--- config.mk ---
export PLATFORM = sky130hd
export DESIGN_NAME = spq_cell
export DESIGN_NICKNAME = d
export VERILOG_FILES = /design/src/hdl/sorted_priority_queue_unit_assert.svh /design/src/hdl/spq_pkg.sv /design/src/hdl/spq_cell.sv
export SDC_FILE = /design/constraint.sdc
export NUM_CORES = 1
export LEC_CHECK = 0
export ABC_AREA = 1
export BUFFER_PORTS_ARGS = -buffer_cell sky130_fd_sc_hd__buf_2
export CAP_MARGIN = 40
export CELL_PAD_IN_SITES_DETAIL_PLACEMENT = 1
export CELL_PAD_IN_SITES_GLOBAL_PLACEMENT = 2
export CORE_MARGIN = 3
export CORE_UTILIZATION = 20
export CTS_CLUSTER_SIZE = 20
export DETAILED_ROUTE_END_ITERATION = 6
export GPL_TIMING_DRIVEN = 1
export PLACE_DENSITY = 0.78
export SYNTH_ARGS = -nofsm -noshare
export SYNTH_HDL_FRONTEND = slang
export SYNTH_SLANG_ARGS = --single-unit
--- constraint.sdc ---
create_clock -name clk_i -period 2.2 [get_ports clk_i]
set_input_delay 0.11 -clock clk_i [delete_from_list [all_inputs] [get_ports clk_i]]
set_output_delay 0.11 -clock clk_i [all_outputs]
set_load 0.03 [all_outputs]
--- src/hdl/sorted_priority_queue_unit_assert.svh ---
// Assertion macros for the sorted priority queue unit.
// Depends on clk_i and rst_ni being in scope where the macros are used.
`ifndef SORTED_PRIORITY_QUEUE_UNIT_ASSERT_SVH
`define SORTED_PRIORITY_QUEUE_UNIT_ASSERT_SVH
`ifndef SYNTHESIS
// Same-cycle implication.
`define SPQ_ASSERT_NOW(label, ante, cons) \
  label: assert property (@(posedge clk_i) disable iff (!rst_ni) (ante) |-> (cons)) \
    else $error("spq assertion failed");
// Next-cycle implication.
`define SPQ_ASSERT_NEXT(label, ante, cons) \
  label: assert property (@(posedge clk_i) disable iff (!rst_ni) (ante) |=> (cons)) \
    else $error("spq assertion failed");
`else
`define SPQ_ASSERT_NOW(label, ante, cons)
`define SPQ_ASSERT_NEXT(label, ante, cons)
`endif
`endif

--- src/hdl/spq_pkg.sv ---
// Shared types and constants for the sorted priority queue unit.
// No dependencies; used by spq_cell and sorted_priority_queue_unit.
package spq_pkg;

  localparam int unsigned QueueDepthDef   = 128;
  localparam int unsigned PriorityBitsDef = 10;
  localparam int unsigned PayloadBitsDef  = 16;

  localparam int unsigned CapBits      = 8;
  localparam logic [CapBits-1:0] CapReset = 8'd128;
  localparam int unsigned CountOutBits = 8;
  localparam int unsigned ApbAddrBits  = 3;
  localparam int unsigned ApbDataBits  = 32;

  typedef enum logic {
    REQ_ENQ = 1'b0,
    REQ_DEQ = 1'b1
  } req_e;

  typedef enum logic [1:0] {
    ST_ENQ   = 2'd0,
    ST_DEQ   = 2'd1,
    ST_FULL  = 2'd2,
    ST_EMPTY = 2'd3
  } status_e;

  typedef enum logic {
    REG_CAPACITY = 1'b0,
    REG_NONE     = 1'b1
  } reg_e;

  // Per-cycle command broadcast to every cell of the chain.
  typedef struct packed {
    logic push;
    logic pop;
  } cell_ctrl_t;

endpackage

--- src/hdl/spq_cell.sv ---
// One slot of the sorted chain: holds an entry, compares it to the incoming key,
// and loads from itself, its left or right neighbor, or the new entry. Uses spq_pkg.
module spq_cell #(
  parameter int unsigned PRIORITY_BITS = spq_pkg::PriorityBitsDef,
  parameter int unsigned PAYLOAD_BITS  = spq_pkg::PayloadBitsDef,
  parameter int unsigned COUNT_BITS    = 8,
  parameter int unsigned CELL_IDX      = 0
) (
  input  logic                     clk_i,
  input  spq_pkg::cell_ctrl_t      ctrl_i,
  input  logic [COUNT_BITS-1:0]    count_i,
  input  logic [PRIORITY_BITS-1:0] new_prio_i,
  input  logic [PAYLOAD_BITS-1:0]  new_pay_i,
  input  logic [PRIORITY_BITS-1:0] left_prio_i,
  input  logic [PAYLOAD_BITS-1:0]  left_pay_i,
  input  logic                     left_ge_i,
  input  logic [PRIORITY_BITS-1:0] right_prio_i,
  input  logic [PAYLOAD_BITS-1:0]  right_pay_i,
  output logic                     ge_o,
  output logic [PRIORITY_BITS-1:0] prio_o,
  output logic [PAYLOAD_BITS-1:0]  pay_o
);

  logic [PRIORITY_BITS-1:0] prio_q, prio_d;
  logic [PAYLOAD_BITS-1:0]  pay_q, pay_d;
  logic                     occupied;

  assign occupied = COUNT_BITS'(CELL_IDX) < count_i;
  // Entry stays ahead of the new one: occupied and at least as urgent.
  assign ge_o     = occupied && (prio_q >= new_prio_i);

  always_comb begin
    prio_d = prio_q;
    pay_d  = pay_q;
    if (ctrl_i.push && !ge_o) begin
      if (left_ge_i) begin
        // insertion point: take the new entry
        prio_d = new_prio_i;
        pay_d  = new_pay_i;
      end else begin
        prio_d = left_prio_i;
        pay_d  = left_pay_i;
      end
    end else if (ctrl_i.pop) begin
      prio_d = right_prio_i;
      pay_d  = right_pay_i;
    end
  end

  always_ff @(posedge clk_i) begin
    prio_q <= prio_d;
    pay_q  <= pay_d;
  end

  assign prio_o = prio_q;
  assign pay_o  = pay_q;

endmodule

# After elaboration in Yosys (flattened, before gate mapping)
# Cells that the tools add are included.
totals:
  regBits: 26
  out_inout_bits: 27
op_classes:
  n_lt_le_gt_ge: 2
  mux: 6
  reduce_logical: 4
ops:
  columns: ["operator", "count"]
  rows:
  - ["16-bit 2-to-1 mux", 3]
  - ["10-bit 2-to-1 mux", 3]
  - ["10-bit greater-or-equal comparator", 1]
  - ["1-bit by 8-bit < comparator with 1-bit output, first input constant", 1]
  - ["1-bit logical AND", 2]
  - ["2-bit nonzero test", 1]
  - ["1-bit zero test", 1]

# Longest topological paths before layout
logic_depth:
  depth_word: 5
  ltp_mapped: 13
  mapped_depth_nobuf: 12

# Least setup slack after synthesis
# Ideal clock, no wire load.
synth_path:
  path_type: "reg-to-reg"
  startpoint: "register prio_q[9] (netlist: prio_o[9])"
  endpoint: "register pay_q[0] (netlist: pay_o[0]), enable pin"
  arrival_time_ns: 2.166
  setup_slack_ns: -0.349
  path_stages_with_launch: 9
  setup_time_ns: 0.383
  n_path_buf: 1
  cell_sequence: "edfxtp_1 ha_1 a21o_1 nor2_1 nand3_2 nand2_4 nand2_8 buf_6 nand2_1"
synth_via:
  elab_chain_len: 5
synth_rtl:
  columns: ["item", "line_no", "text"]
  rows:
  - ["from (decl)", "spq_cell.sv:24", "logic [PRIORITY_BITS-1:0] prio_q, prio_d;"]
  - ["from (signal assigned)", "spq_cell.sv:51", "prio_q <= prio_d;"]
  - ["10-bit greater-or-equal comparator", "spq_cell.sv:30", "assign ge_o = occupied && (prio_q >= new_prio_i);"]
  - ["1-bit logical AND", "spq_cell.sv:30", null]
  - ["1-bit zero test", "spq_cell.sv:35", "if (ctrl_i.push && !ge_o) begin"]
  - ["1-bit logical AND", "spq_cell.sv:35", null]
  - ["2-bit nonzero test (no source line)", null, null]
  - ["to (signal assigned)", "spq_cell.sv:52", "pay_q <= pay_d;"]
  - ["to (decl)", "spq_cell.sv:25", "logic [PAYLOAD_BITS-1:0] pay_q, pay_d;"]
# Every way passes these cells.
# A chain may end at the register's enable or synchronous reset.

# Worst setup path in the final report
layout_path:
  startpoint: "register prio_q[5] (netlist: prio_o[5])"
  endpoint: "output port ge_o"
layout_via:
  elab_chain_len: 2
layout_rtl:
  columns: ["item", "line_no", "text"]
  rows:
  - ["10-bit greater-or-equal comparator", "spq_cell.sv:30", null]
  - ["1-bit logical AND", "spq_cell.sv:30", null]
  - ["to (decl)", "spq_cell.sv:19", "output logic ge_o,"]
# Every way passes these cells.

==> impl_metrics.ini <==
[floorplan]
rows = 34
dieArea_sq_um = 10220
die_h_microns = 101.1
core_area_sq_um = 8763
pin_count = 117
die_w_microns = 101.1
initial_core_util = 0.2065

[pwr]
p_switching_mw = 0.7413
peakVddDrop_v = 0.0002513
power_leakage_nw = 1.354
swShare = 0.3801
powerDensity_nw_per_um2 = 751.1
clockPowerShare = 0.213
power_mw = 1.950
combPwrFrac = 0.426
p_int_mw = 1.209
power_frac_seq = 0.360

[sta]
fin_crit_ns = 2.012
hold_viol_final = 0
min_period_over_period = 0.9147
slew_headroom = 0.6638
clock_skew_ns = 0.004623
fin_ws_ns = 0.1876
setup_viol = 0
setup_tns_ns = 0
rsz0062_at_grt = no
worstMarginPinSlew_ns = 0.5044
drv_slew = 0
fmax_mhz = 496.9

[routing]
post_drt_wl_per_cell_microns = 14.49
vias = 1789
drt_iter0_drc = 56
viasPerCell = 4.200
drtPass1Iterations = 4
ant_nets = 0
drt_wl_total_microns = 6174
drc_errors = 0

[grt]
gr-total-overflow = 0
grt_max_degree = 28
grt_pass1_wl_microns = 9266
grt_pass1_vias = 1931
antenna_found_initial = 1
grt_use_total = 0.1143

[yosys]
yosysSeqAreaShare = 0.4315
synth-edff-count = 26
synth_cells = 204
synth.cell_area_sq_um = 1809
synthTopCellsByArea = edfxtp_1, nand2_1, mux2_2
ys_top_cells_by_count = nand2_1, nand3_1, edfxtp_1
yosysMostFrequentCell = nand2_1
yosys_warnings = 0
synth.avg_cell_area_sq_um = 8.869
synth.largest_area_cell = edfxtp_1
synth_ff_type = edfxtp_1
async_flop_share = 0
syn_nets = 304
ys_types = 19
synth_seq_cells = 26
post-synth-top-area-fraction = 0.4315

[final_layout]
diodes = 0
finish.utilization = 0.2963
multi_input_area_sq_um = 897.1
drive_gt1_frac = 0.4906
postLayoutCellArea_sq_um = 2596
nFillCells = 1068
area_growth_pct = 43.50
nets = 419
register_area_sq_um = 780.7

[cts]
h-tree-depth = 1
clock_path_buffers = 2
clk_pin_slew_ns = 0.10
cts_buffers = 3
clkLatencyLatePin_ns = 0.28
cts-root-buf = clkbuf_8
cts_sinks = 26
cts_tree = built
cts_setup_buffers = 0

[critical_path]
start_kind = flip-flop
end_kind = output port
critPathMaxStageDelay_ns = 0.41
crit_fanout = 14
cp.required_ns = 2.09
worstPathArrival_ns = 1.90
crit_chain = ha_1 -> nand2_1 -> inv_1 -> nand2_1 -> nand2_1 -> nand2_1 -> nand3_2 -> nand2_4 -> buf_12 -> inv_1 -> buf_2
critPathSlowestCell = edfxtp_1
crit_type = flip-flop to output port
cp_common_cell = nand2_1

[placed_design]
detailed_place_hpwl_microns = 4678
dp_slack_ns = 0.2257
placed_cell_area_sq_um = 2487
port_buffers = 116
gp_congestion = 0.7031

[flow_run]
maxCapViolations = 0

[status]
status = finished clean

[hold_path]
hold_class = primary input to flip-flop
-- logic make-up after synthesis --
group | synth area share
simple gates | 0.2822
buf+inv | 0.07676
flops | 0.4315
mux | 0.1058
compound gates | 0.03458
fa+ha+maj | 0.06916
-- layout make-up --
class,count,area share
clock inverter,1,0.01157
tap,108,0.05205
clock buffer,3,0.01590
sequential,26,0.3007
inverter,17,0.02458
timing repair buffer,121,0.2496
multi-input combinational,150,0.3455
-- worst paths after layout --
kind	startpoint	cells past startpoint	endpoint	slack [ns]
setup reg to reg	prio_o[5]	10	prio_o[9]	0.21
setup / recovery	prio_o[5]	11	ge_o	0.19
hold / removal	right_pay_i[12]	3	pay_o[12]	0.09
hold reg to reg	prio_o[9]	8	pay_o[2]	1.11
-- flip-flops by register name, summed over array words and instances, names as in the netlist --
register and flops:
prio_o 10, pay_o 16
-- power groups by stage --
stage,Clock (mW),Sequential (mW),Combinational (mW)
after floorplan,0,0.904,0.347
after global placement,0,0.712,0.783
after detailed placement,0,0.717,0.797
after CTS,0.432,0.706,0.805
after global routing,0.441,0.713,0.917
final,0.416,0.703,0.831
-- cell usage in the layout, fill, tap and decap left out, types with 2 or more instances in the layout --
master / count
buf_4: 3
inv_1: 17
a21oi_1: 11
ha_1: 10
clkbuf_8: 3
nand3_1: 27
edfxtp_1: 26
buf_2: 116
nand2_1: 56
nor2_1: 12
nor4_1: 2
mux2_2: 17
nand2_2: 10
nand2_4: 2
-- repair_timing --
action                     CTS  global route
setup endpoints to repair    1             1
hold buffers                 0             0
gates cloned                 0             1
gates resized for setup      1             2
-- worst max-delay path, delay by kind of cell, from the launching register on --
family / cells / cell delay (ns)
AND/OR/NAND/NOR: 6 / 0.49
buffers and inverters: 4 / 0.41
flip-flops: 1 / 0.41
adder cells (fa/ha/maj): 1 / 0.30
-- metal layers --
layer,share of wire,track usage
met1,0.40,0.1300
met2,0.52,0.2163
met3,0.079,0.02976
met4,0.0037,0.01840
met5,0.0018,0
-- metrics by stage --
stage          cells  hold WS (ns)
6_report         426       0.09257
5_1_grt          426       0.09238
4_1_cts          425       0.08269
3_5_place_dp     421        0.3827
3_3_place_gp     421        0.3801
2_1_floorplan    204        0.2828
Note: power is estimated with default switching activity, not from simulation.
